<file path="src/design/lnsil_pkg.sv">
package lnsil_pkg;

    // Command codes carried on the mode field
    localparam logic [1:0] MODE_INSERT = 2'd0;
    localparam logic [1:0] MODE_READ   = 2'd1;
    localparam logic [1:0] MODE_CLEAR  = 2'd2;

    // Field widths fixed by the interface
    localparam int unsigned ENERGY_W = 32;
    localparam int unsigned TAG_PORT_W = 32;
    localparam int unsigned SLOT_W = 4;

    typedef logic signed [ENERGY_W-1:0] energy_t;

    // Value held by an empty slot
    localparam energy_t ENERGY_MAX = 32'sh7FFF_FFFF;

endpackage

</file>
<file path="src/design/lnsil_ram.sv">
module lnsil_ram #(
    parameter int unsigned WIDTH = 64,
    parameter int unsigned DEPTH = 16
) (
    input  logic                     clk,
    input  logic                     we,
    input  logic [$clog2(DEPTH)-1:0] waddr,
    input  logic [WIDTH-1:0]         wdata,
    input  logic                     re,
    input  logic [$clog2(DEPTH)-1:0] raddr,
    output logic [WIDTH-1:0]         rdata
);

    logic [WIDTH-1:0] mem [DEPTH];

    // Write port
    always_ff @(posedge clk)
    begin
        if (we)
        begin
            mem[waddr] <= wdata;
        end
    end

    // Registered read port
    always_ff @(posedge clk)
    begin
        if (re)
        begin
            rdata <= mem[raddr];
        end
    end

endmodule

</file>
<file path="src/design/lowest_n_sorted_insert_list_unit.sv">
// Lowest-N sorted list of energies with tags.
// Input: a command beat is taken on a clock edge where start is high and busy
// is low; mode selects insert (energy, tag), read next entry, or clear.
// Output: exactly one result beat per command, shown for one cycle with done
// high; fields that do not belong to the command read as zero.
// Entries sit ascending in one dual-port RAM (one write, one registered read).
// When done is high after the accept cycle:
//   clear, unused mode, read past the end: next cycle (busy stays low)
//   read within the list: after the RAM read and the ST_READ state
//   insert rejected: after ST_SCAN checks the last entry; insert at slot s >= 1:
//   after the ST_SCAN walk down to slot s - 1; insert at slot 0: after ST_HEAD.
// An insert walks the RAM from the last entry down, one entry per cycle, moving
// each larger or (above slot 0) equal entry one place along until the new one
// finds its slot; that walk through the single read port sets the insert rate.
// busy is low again in the cycle where done is high, so the next command may
// be accepted then. The receiver cannot stall: done is a strobe.
// Reset (and clear) marks every entry empty through one valid bit per entry,
// so no clearing pass is needed; empty entries read as the maximum energy
// with an all-ones tag. The read pointer returns to zero.
module lowest_n_sorted_insert_list_unit #(
    parameter int unsigned DEPTH = 16,
    parameter int unsigned TAG_WIDTH = 32
) (
    input  logic                                clk,
    input  logic                                rst_n,
    input  logic                                start,
    output logic                                busy,
    input  logic [1:0]                          mode,
    input  logic signed [lnsil_pkg::ENERGY_W-1:0] energy,
    input  logic [lnsil_pkg::TAG_PORT_W-1:0]    tag,
    output logic                                done,
    output logic                                inserted,
    output logic [lnsil_pkg::SLOT_W-1:0]        slot,
    output logic signed [lnsil_pkg::ENERGY_W-1:0] read_energy,
    output logic [lnsil_pkg::TAG_PORT_W-1:0]    read_tag,
    output logic                                read_valid
);

    localparam int unsigned IDX_W = $clog2(DEPTH);
    localparam int unsigned PTR_W = $clog2(DEPTH + 1);
    localparam int unsigned ENT_W = lnsil_pkg::ENERGY_W + TAG_WIDTH;

    localparam logic [1:0] ST_IDLE = 2'd0;
    localparam logic [1:0] ST_READ = 2'd1;
    localparam logic [1:0] ST_SCAN = 2'd2;
    localparam logic [1:0] ST_HEAD = 2'd3;

    localparam logic [IDX_W-1:0] LAST_IDX = IDX_W'(DEPTH - 1);
    localparam logic [PTR_W-1:0] PTR_END = PTR_W'(DEPTH);

    logic [1:0]               state_reg, state_next;
    lnsil_pkg::energy_t       e_reg, e_next;
    logic [TAG_WIDTH-1:0]     t_reg, t_next;
    logic [IDX_W-1:0]         m_reg, m_next;
    logic [PTR_W-1:0]         ptr_reg, ptr_next;
    logic [DEPTH-1:0]         valid_reg;
    logic                     rd_vld_reg;

    logic                     done_reg, done_next;
    logic                     inserted_reg, inserted_next;
    logic [lnsil_pkg::SLOT_W-1:0] slot_reg, slot_next;
    lnsil_pkg::energy_t       read_energy_reg, read_energy_next;
    logic [lnsil_pkg::TAG_PORT_W-1:0] read_tag_reg, read_tag_next;
    logic                     read_valid_reg, read_valid_next;

    logic                     rd_en;
    logic [IDX_W-1:0]         rd_addr;
    logic                     wr_en;
    logic [IDX_W-1:0]         wr_addr;
    logic [ENT_W-1:0]         wr_data;
    logic [ENT_W-1:0]         ram_q;
    logic                     clear_all;

    lnsil_pkg::energy_t       entry_energy;
    logic [TAG_WIDTH-1:0]     entry_tag;
    logic                     move_on;
    logic [IDX_W-1:0]         m_inc;
    logic [IDX_W-1:0]         m_dec;

    lnsil_ram #(
        .WIDTH (ENT_W),
        .DEPTH (DEPTH)
    ) u_ram (
        .clk   (clk),
        .we    (wr_en),
        .waddr (wr_addr),
        .wdata (wr_data),
        .re    (rd_en),
        .raddr (rd_addr),
        .rdata (ram_q)
    );

    // Empty entries read as the maximum energy with an all-ones tag
    assign entry_energy = rd_vld_reg ? $signed(ram_q[ENT_W-1 -: lnsil_pkg::ENERGY_W])
                                     : lnsil_pkg::ENERGY_MAX;
    assign entry_tag    = rd_vld_reg ? ram_q[TAG_WIDTH-1:0] : '1;

    // Entry at m moves one place along when the new energy belongs at or before it
    assign move_on = (m_reg != '0) ? (entry_energy >= e_reg) : (entry_energy > e_reg);
    assign m_inc   = m_reg + IDX_W'(1);
    assign m_dec   = m_reg - IDX_W'(1);

    // Command sequencing
    always_comb
    begin
        state_next       = state_reg;
        e_next           = e_reg;
        t_next           = t_reg;
        m_next           = m_reg;
        ptr_next         = ptr_reg;
        done_next        = 1'b0;
        inserted_next    = 1'b0;
        slot_next        = '0;
        read_energy_next = '0;
        read_tag_next    = '0;
        read_valid_next  = 1'b0;
        rd_en            = 1'b0;
        rd_addr          = '0;
        wr_en            = 1'b0;
        wr_addr          = '0;
        wr_data          = '0;
        clear_all        = 1'b0;

        case (state_reg)
            ST_IDLE:
            begin
                if (start)
                begin
                    case (mode)
                        lnsil_pkg::MODE_INSERT:
                        begin
                            rd_en      = 1'b1;
                            rd_addr    = LAST_IDX;
                            m_next     = LAST_IDX;
                            e_next     = energy;
                            t_next     = TAG_WIDTH'(tag);
                            state_next = ST_SCAN;
                        end
                        lnsil_pkg::MODE_READ:
                        begin
                            if (ptr_reg < PTR_END)
                            begin
                                rd_en      = 1'b1;
                                rd_addr    = ptr_reg[IDX_W-1:0];
                                state_next = ST_READ;
                            end
                            else
                            begin
                                done_next = 1'b1;
                            end
                        end
                        lnsil_pkg::MODE_CLEAR:
                        begin
                            clear_all = 1'b1;
                            ptr_next  = '0;
                            done_next = 1'b1;
                        end
                        default:
                        begin
                            done_next = 1'b1;
                        end
                    endcase
                end
            end

            ST_READ:
            begin
                done_next        = 1'b1;
                read_valid_next  = 1'b1;
                read_energy_next = entry_energy;
                read_tag_next    = lnsil_pkg::TAG_PORT_W'(entry_tag);
                ptr_next         = ptr_reg + PTR_W'(1);
                state_next       = ST_IDLE;
            end

            ST_SCAN:
            begin
                if (m_reg == LAST_IDX)
                begin
                    // Last entry decides whether the candidate gets in at all
                    if (move_on)
                    begin
                        rd_en   = 1'b1;
                        rd_addr = m_dec;
                        m_next  = m_dec;
                    end
                    else
                    begin
                        done_next  = 1'b1;
                        state_next = ST_IDLE;
                    end
                end
                else if (move_on)
                begin
                    // Shift this entry one place along
                    wr_en   = 1'b1;
                    wr_addr = m_inc;
                    wr_data = {entry_energy, entry_tag};
                    if (m_reg == '0)
                    begin
                        state_next = ST_HEAD;
                    end
                    else
                    begin
                        rd_en   = 1'b1;
                        rd_addr = m_dec;
                        m_next  = m_dec;
                    end
                end
                else
                begin
                    // Drop the candidate into the gap just behind this entry
                    wr_en         = 1'b1;
                    wr_addr       = m_inc;
                    wr_data       = {e_reg, t_reg};
                    done_next     = 1'b1;
                    inserted_next = 1'b1;
                    slot_next     = lnsil_pkg::SLOT_W'(m_inc);
                    state_next    = ST_IDLE;
                end
            end

            ST_HEAD:
            begin
                wr_en         = 1'b1;
                wr_addr       = '0;
                wr_data       = {e_reg, t_reg};
                done_next     = 1'b1;
                inserted_next = 1'b1;
                slot_next     = '0;
                state_next    = ST_IDLE;
            end

            default:
            begin
                state_next = ST_IDLE;
            end
        endcase
    end

    // Control state, valid bits and result beat
    always_ff @(posedge clk or negedge rst_n)
    begin
        if (!rst_n)
        begin
            state_reg       <= ST_IDLE;
            ptr_reg         <= '0;
            valid_reg       <= '0;
            rd_vld_reg      <= 1'b0;
            done_reg        <= 1'b0;
            inserted_reg    <= 1'b0;
            slot_reg        <= '0;
            read_energy_reg <= '0;
            read_tag_reg    <= '0;
            read_valid_reg  <= 1'b0;
        end
        else
        begin
            state_reg       <= state_next;
            ptr_reg         <= ptr_next;
            done_reg        <= done_next;
            inserted_reg    <= inserted_next;
            slot_reg        <= slot_next;
            read_energy_reg <= read_energy_next;
            read_tag_reg    <= read_tag_next;
            read_valid_reg  <= read_valid_next;
            if (rd_en)
            begin
                rd_vld_reg <= valid_reg[rd_addr];
            end
            if (clear_all)
            begin
                valid_reg <= '0;
            end
            else if (wr_en)
            begin
                valid_reg[wr_addr] <= 1'b1;
            end
        end
    end

    // Hold the candidate and the scan index
    always_ff @(posedge clk)
    begin
        e_reg <= e_next;
        t_reg <= t_next;
        m_reg <= m_next;
    end

    assign busy        = (state_reg != ST_IDLE);
    assign done        = done_reg;
    assign inserted    = inserted_reg;
    assign slot        = slot_reg;
    assign read_energy = read_energy_reg;
    assign read_tag    = read_tag_reg;
    assign read_valid  = read_valid_reg;

endmodule

</file>
<file path="config.mk">
export PLATFORM = sky130hd
export DESIGN_NAME = lowest_n_sorted_insert_list_unit
export DESIGN_NICKNAME = d
export VERILOG_FILES = /design/src/design/lnsil_pkg.sv /design/src/design/lnsil_ram.sv /design/src/design/lowest_n_sorted_insert_list_unit.sv
export SDC_FILE = /design/constraint.sdc
export NUM_CORES = 2
export LEC_CHECK = 0
export ABC_AREA = 1
export BUFFER_PORTS_ARGS = -buffer_cell sky130_fd_sc_hd__buf_2
export CELL_PAD_IN_SITES_DETAIL_PLACEMENT = 1
export CELL_PAD_IN_SITES_GLOBAL_PLACEMENT = 2
export CORE_UTILIZATION = 35
export CTS_CLUSTER_DIAMETER = 150
export DETAILED_ROUTE_END_ITERATION = 12
export GPL_TIMING_DRIVEN = 0
export MAX_ROUTING_LAYER = met4
export PLACE_DENSITY_LB_ADDON = 0.2
export SYNTH_ARGS = -nofsm -noshare
export SYNTH_HDL_FRONTEND = slang
export SYNTH_SLANG_ARGS = --single-unit
</file>
<file path="constraint.sdc">
create_clock -name clk -period 5.35 [get_ports clk]
set_clock_uncertainty 0.15 [all_clocks]
set_input_delay 0.2675 -clock clk [delete_from_list [all_inputs] [get_ports clk]]
set_output_delay 0.2675 -clock clk [all_outputs]
set_load 0.03 [all_outputs]
</file>
---- After elaboration in Yosys (flattened, before gate mapping) ----
Memory sizes are Yosys's and may differ from the RTL's. A register that Yosys moved wholly into a read port is not among the register bits.
Cells that the tools add are included.
storage, ports and cells
  flip-flop bits (word level) ............. 163
  bits in writable memories ............... 1024
  input bits .............................. 69
  output and inout bits ................... 72
  memories kept ........................... 1
memories
  name       depth  width  rd ports  clocked after Yosys merged registers in  wr ports  RTL line         RTL
  u_ram.mem  16     64     1         1                                        1         lnsil_ram.sv:14  logic [WIDTH-1:0] mem [DEPTH];
operators by class
  add/subtract/negate cells ............... 3
  order comparisons ....................... 6
  eq/ne operators ......................... 15
  multiplexer cells ....................... 68
  bitwise operators ....................... 1
  reduce and logical (&&, ||, !) cells .... 14
operator list
  cell                                                number
  two-way mux 32 bit                                  4
  two-way mux 64 bit                                  2
  case mux 64 bit (2 select lines)                    1
  two-way mux 4 bit                                   17
  greater-or-equal comparator 32 bit                  1
  > comparator 32 bit                                 1
  two-way mux 16 bit                                  2
  case mux 4 bit (2 select lines)                     3
  two-way mux 1 bit                                   20
  OR 16 bit                                           1
  two-way mux 2 bit                                   6
  != test 3 bit, second input constant                4
  < comparator 4 x 5 -> 1 bit, second input constant  2
  two-way mux 5 bit                                   2
  case mux 1 bit (2 select lines)                     5
  case mux 5 bit (2 select lines)                     1
  AND reduction 5 bit                                 2
  nonzero test 2 bit                                  4
  == test 2 bit, second input constant                3
  case mux 2 bit (3 select lines)                     1
  AND reduction 3 bit                                 2
  adder 5 x 1 -> 5 bit, second input constant         1
  < comparator 5 bit, second input constant           1
  adder 4 x 1 -> 4 bit, second input constant         1
  16 further kinds                                    20

---- Depth between registers and ports, before layout ----
  depth in word-level cells ............... 10
  mapped depth ............................ 28
  gate-level depth less buffers ........... 26

---- Modules after synthesis ----
Synthesis repeated with hierarchy kept, for this count alone.
unflattened totals
  cell total of the unflattened synthesis .. 5062
  area total of the unflattened synthesis .. 54091.9 sq um
modules (own cells, without submodules)
  module                            times used  cells each  area an instance (sq um)
  lnsil_ram                         1           4210        45926.5
  lowest_n_sorted_insert_list_unit  1           852         8165.3

---- Worst setup path after synthesis ----
OpenSTA, ideal clock, no wires.
  path type ............................... flip-flop to flip-flop
  start point ............................. reg m_reg[0]
  end point ............................... mem u_ram.mem[3][0] (enable)
  setup time .............................. 0.488 ns
  arrival time ............................ 4.130 ns
  required time ........................... 4.712 ns
  setup slack ............................. 0.582 ns
  stages on the path, launching flop included .. 10
  buffers on the path ..................... 1
  cells stage by stage .................... edfxtp_1 clkbuf_1 inv_1 ha_1 inv_1 nor2_1 inv_1 nor2_1 inv_1 nor2_1
on the way
  longest elaborated chain between the ends .. 5
ends and longest elaborated chain
  element                                  RTL line                                 RTL
  start, declared                          lowest_n_sorted_insert_list_unit.sv:54   logic [IDX_W-1:0] m_reg, m_next;
  start signal, assigned                   lowest_n_sorted_insert_list_unit.sv:287  m_reg <= m_next;
  == test 4 bit                            lowest_n_sorted_insert_list_unit.sv:178  if (m_reg == LAST_IDX)
  two-way mux 1 bit                        lowest_n_sorted_insert_list_unit.sv:178
  case mux 1 bit (2 select lines)          lowest_n_sorted_insert_list_unit.sv:124  case (state_reg)
  two-way mux 1 bit                        lnsil_ram.sv:19                          if (we)
  two-way mux 1 bit (implied by the code)  lnsil_ram.sv:21                          mem[waddr] <= wdata;
  end, declared                            lnsil_ram.sv:14
Parallel ways exist; a longest one is shown, timed or not.

---- Final worst setup path ----
  start point ............................. reg rd_vld_reg
  end point ............................... mem u_ram.mem[3][37], data pin
on the way
  longest elaborated chain between the ends .. 6
ends and longest elaborated chain
  element                                                                    RTL line                                 RTL
  start, declared                                                            lowest_n_sorted_insert_list_unit.sv:57   logic rd_vld_reg;
  start signal, assigned                                                     lowest_n_sorted_insert_list_unit.sv:269  rd_vld_reg <= valid_reg[rd_addr];
  two-way mux 32 bit *                                                       lowest_n_sorted_insert_list_unit.sv:94   assign entry_energy = rd_vld_reg ? $signed(ram_q[ENT_W-1 -: lnsil_pkg::ENERGY_W])
  > comparator 32 bit or greater-or-equal comparator 32 bit (tied branches)  lowest_n_sorted_insert_list_unit.sv:99   assign move_on = (m_reg != '0) ? (entry_energy >= e_reg) : (entry_energy > e_reg);
  two-way mux 1 bit                                                          lowest_n_sorted_insert_list_unit.sv:99
  two-way mux 64 bit *                                                       lowest_n_sorted_insert_list_unit.sv:193  else if (move_on)
  two-way mux 64 bit *                                                       lowest_n_sorted_insert_list_unit.sv:178
  case mux 64 bit (2 select lines) *                                         lowest_n_sorted_insert_list_unit.sv:124
  via u_ram.wdata[37]                                                        lnsil_ram.sv:8                           input logic [WIDTH-1:0] wdata,
Mark *: on every way through the listed nets, which the timed path passes. The rest lies on a longest branch.

==> results.json <==
{
  "routabilityCongestion": 0.834,
  "fin_nets": 4528,
  "cts_inserted_buffers": 146,
  "async_flop_share_pct": 7.59,
  "clock.fmax_ghz": 0.193,
  "p_leak_nw": 22.3,
  "top_regs": "u_ram.mem x1024, u_ram.rdata x64",
  "setup_viol_count_final": 0,
  "status": "finished clean",
  "regMostFlops": "u_ram.mem",
  "drive_gt1_share_pct": 17.3,
  "grt_util_all_layers_pct": 26.6,
  "routed_wl_um": 192000,
  "slew_headroom_pct": 2.13,
  "synth-simple-area-share_pct": 6.57,
  "grt_pass1_vias": 35500,
  "crit_required_ns": 5.72,
  "cts-root-buf": "clkbuf_16",
  "synth_adder_area_share_pct": 0.854,
  "synth_compound_gate_area_share_pct": 14.4,
  "finalHoldViolCount": 0,
  "synth_area_um2": 51300,
  "clock_latency_ns": 0.81,
  "crit_path_start_kind": "register",
  "end_kind": "register",
  "clock-sinks": 1251,
  "io_pins": 141,
  "ys_warn_count": 0,
  "fin_crit_sh_pct": 96.9,
  "cp_max_fo": 12,
  "synth.net_count": 4025,
  "die-area_um2": 148000,
  "final_common_cell": "edfxtp_1",
  "drc": 0,
  "die_h_um": 385,
  "area_delta_synth_final_pct": 22.1,
  "grt_pass1_wl_um": 268000,
  "die_w_um": 385,
  "hp-class": "input port to register",
  "clk_pin_slew_worst_paths_ns": 0.06,
  "crit_type": "register to register",
  "dp_cells": 6036,
  "vias": 35300,
  "largest_reg_flops": 1024,
  "cts.htree.levels": 4,
  "firstDrtPassIters": 5,
  "dr.first_iter.drc_count": 3280,
  "start_util_pct": 35.2,
  "layout_common_cells": "edfxtp_1, o211ai_1, nand2_1, inv_1, a21oi_1",
  "rows": 140,
  "worst_slew_pin_slew_ns": 1.47,
  "antenna_found_initial": 10,
  "wl_per_cell_um": 29.6,
  "post-route-min-period_ns": 5.18,
  "viasPerCell": 5.46,
  "fin_cells": 6474,
  "synthDistinctLibCells": 41,
  "arrival_ns": 5.56,
  "overflow": 0,
  "drv_cap": 0,
  "syn_inst": 3921,
  "synth-xor-area-share_pct": 0.0683,
  "fin_util_pct": 43.0,
  "grt_max_degree": 70,
  "drt.antenna.violating_nets": 0,
  "synth_mux_area_share_pct": 0,
  "numPortBuffers": 140,
  "core_region_area_um2": 146000,
  "syn_avg_cell_area_um2": 13.1,
  "final_max_slew_viol_count": 0,
  "synth_top_family_by_area": "compound AO/OA/AOI/OAI gates",
  "cts_buffer_depth": 3,
  "ir_worst_vdd_mv": 0.410,
  "synth_edf_count": 1156,
  "synth-seq-cells": 1251,
  "yosysSeqAreaShare_pct": 72.3,
  "hpwl_um": 127000,
  "power_density_nw_per_um2": 693,
  "cts_tree": "yes",
  "rsz0062_at_grt": "no",
  "synthFlopType": "edfxtp_1"
}
[where the power goes]
group	switching, mW	total (mW)	internal (mW)
combinational	13.0	17.8	4.77
sequential	0.494	15.6	15.1
clock	4.15	10.0	5.86
[routing by layer]
layer | GRT usage (%) | share of wire (%)
met2 | 40.6 | 46
met4 | 7.52 | 2.5
met3 | 4.41 | 6.3
met5 | - | 0
met1 | 36.6 | 45
[worst max-delay path, cell delays in order (launching register included)]
cell      delay (ns)
dfrtp_1         0.43
inv_4           0.17
clkbuf_4        0.31
nor2_1          0.28
inv_1           0.08
ha_1            0.30
nand2_1         0.07
nor2_2          0.12
nand2_1         0.16
nor2_4          0.30
nand4_1         0.13
buf_4           0.21
or2_1           0.27
nand2_1         0.23
nor2_4          0.09
nand2_1         0.09
buf_4           0.39
buf_6           0.34
o221ai_1        0.35
buf_4           0.34
[path summary, 6_finish.rpt]
path	from	end	slack, ns	cells past startpoint
max	rd_vld_reg	u_ram.mem[3][37]	0.17	19
min	energy[3]	e_reg[3]	0.04	2
max reg2reg	rd_vld_reg	u_ram.mem[3][37]	0.17	19
min reg2reg	u_ram.rdata[19]	read_tag[19]	0.34	2
max in group asynchronous	rst_n	read_tag[17]	4.13	4
min in group asynchronous	rst_n	read_energy[23]	0.39	4
[final cells by class]
class	count	area, µm²
Buffer	272	1650
Fill cell	15000	82900
Clock inverter	71	696
Antenna cell	11	27.5
Multi-Input combinational cell	2006	11800
Sequential cell	1251	37100
Inverter	391	1480
Tap cell	1917	2400
Clock buffer	199	4060
Timing Repair Buffer	356	3430
[metrics by stage]
| stage | setup WS [ns] | power [mW] | hold WS (ns) | cell area [µm²] | TNS (ns) |
|---|---|---|---|---|---|
| floorplan | 0.582 | 24.3 | -0.178 | 51300 | 0 |
| global placement | -3.58 | 31.9 | 0.295 | 54400 | -6192.90 |
| detailed placement | -2.76 | 32.4 | 0.0315 | 55800 | -2513.67 |
| CTS | -0.239 | 43.4 | 0.000309 | 62500 | -10.62 |
| global route | 0.0131 | 45.1 | 0.0290 | 62600 | 0 |
| finish | 0.168 | 43.4 | 0.0428 | 62600 | 0 |
[synthesized netlist by cell type, types with 3 or more instances]
library cell | number | area [µm²]
o21a_1 | 4 | 30.0
clkbuf_1 | 85 | 319
o21ai_1 | 54 | 270
buf_4 | 28 | 210
ha_1 | 35 | 438
nand3_1 | 168 | 841
dfrtp_1 | 95 | 2380
a22oi_1 | 5 | 37.5
buf_2 | 124 | 621
nand4_1 | 5 | 31.3
nand2_1 | 453 | 1700
o211ai_1 | 490 | 3680
buf_6 | 31 | 349
a21oi_1 | 290 | 1450
nor2_2 | 7 | 43.8
o22ai_1 | 13 | 81.3
inv_2 | 3 | 11.3
o211ai_2 | 40 | 500
buf_1 | 4 | 15.0
nor3_1 | 3 | 15.0
edfxtp_1 | 1156 | 34700
o221ai_1 | 16 | 140
o21ai_0 | 227 | 1140
nor2_1 | 177 | 664
inv_1 | 387 | 1450
o32ai_1 | 3 | 26.3
[timing repair]
action	4_1_cts	5_1_grt
gates resized for setup	100	41
hold buffers	116	0
buffers inserted	39	3
pin swaps	28	0
hold endpoints to repair	189	0
setup endpoints to repair	1160	571
[cell families after synthesis]
| kind of cell | count (synthesis) |
|---|---|
| adders and majority gates | 35 |
| buffers and inverters | 664 |
| xor gates and xnor gates | 4 |
| and+or+nand+nor | 821 |
| AOI/OAI and AO/OA | 1146 |
| DFF | 1251 |
(Power assumes the default switching activity.)
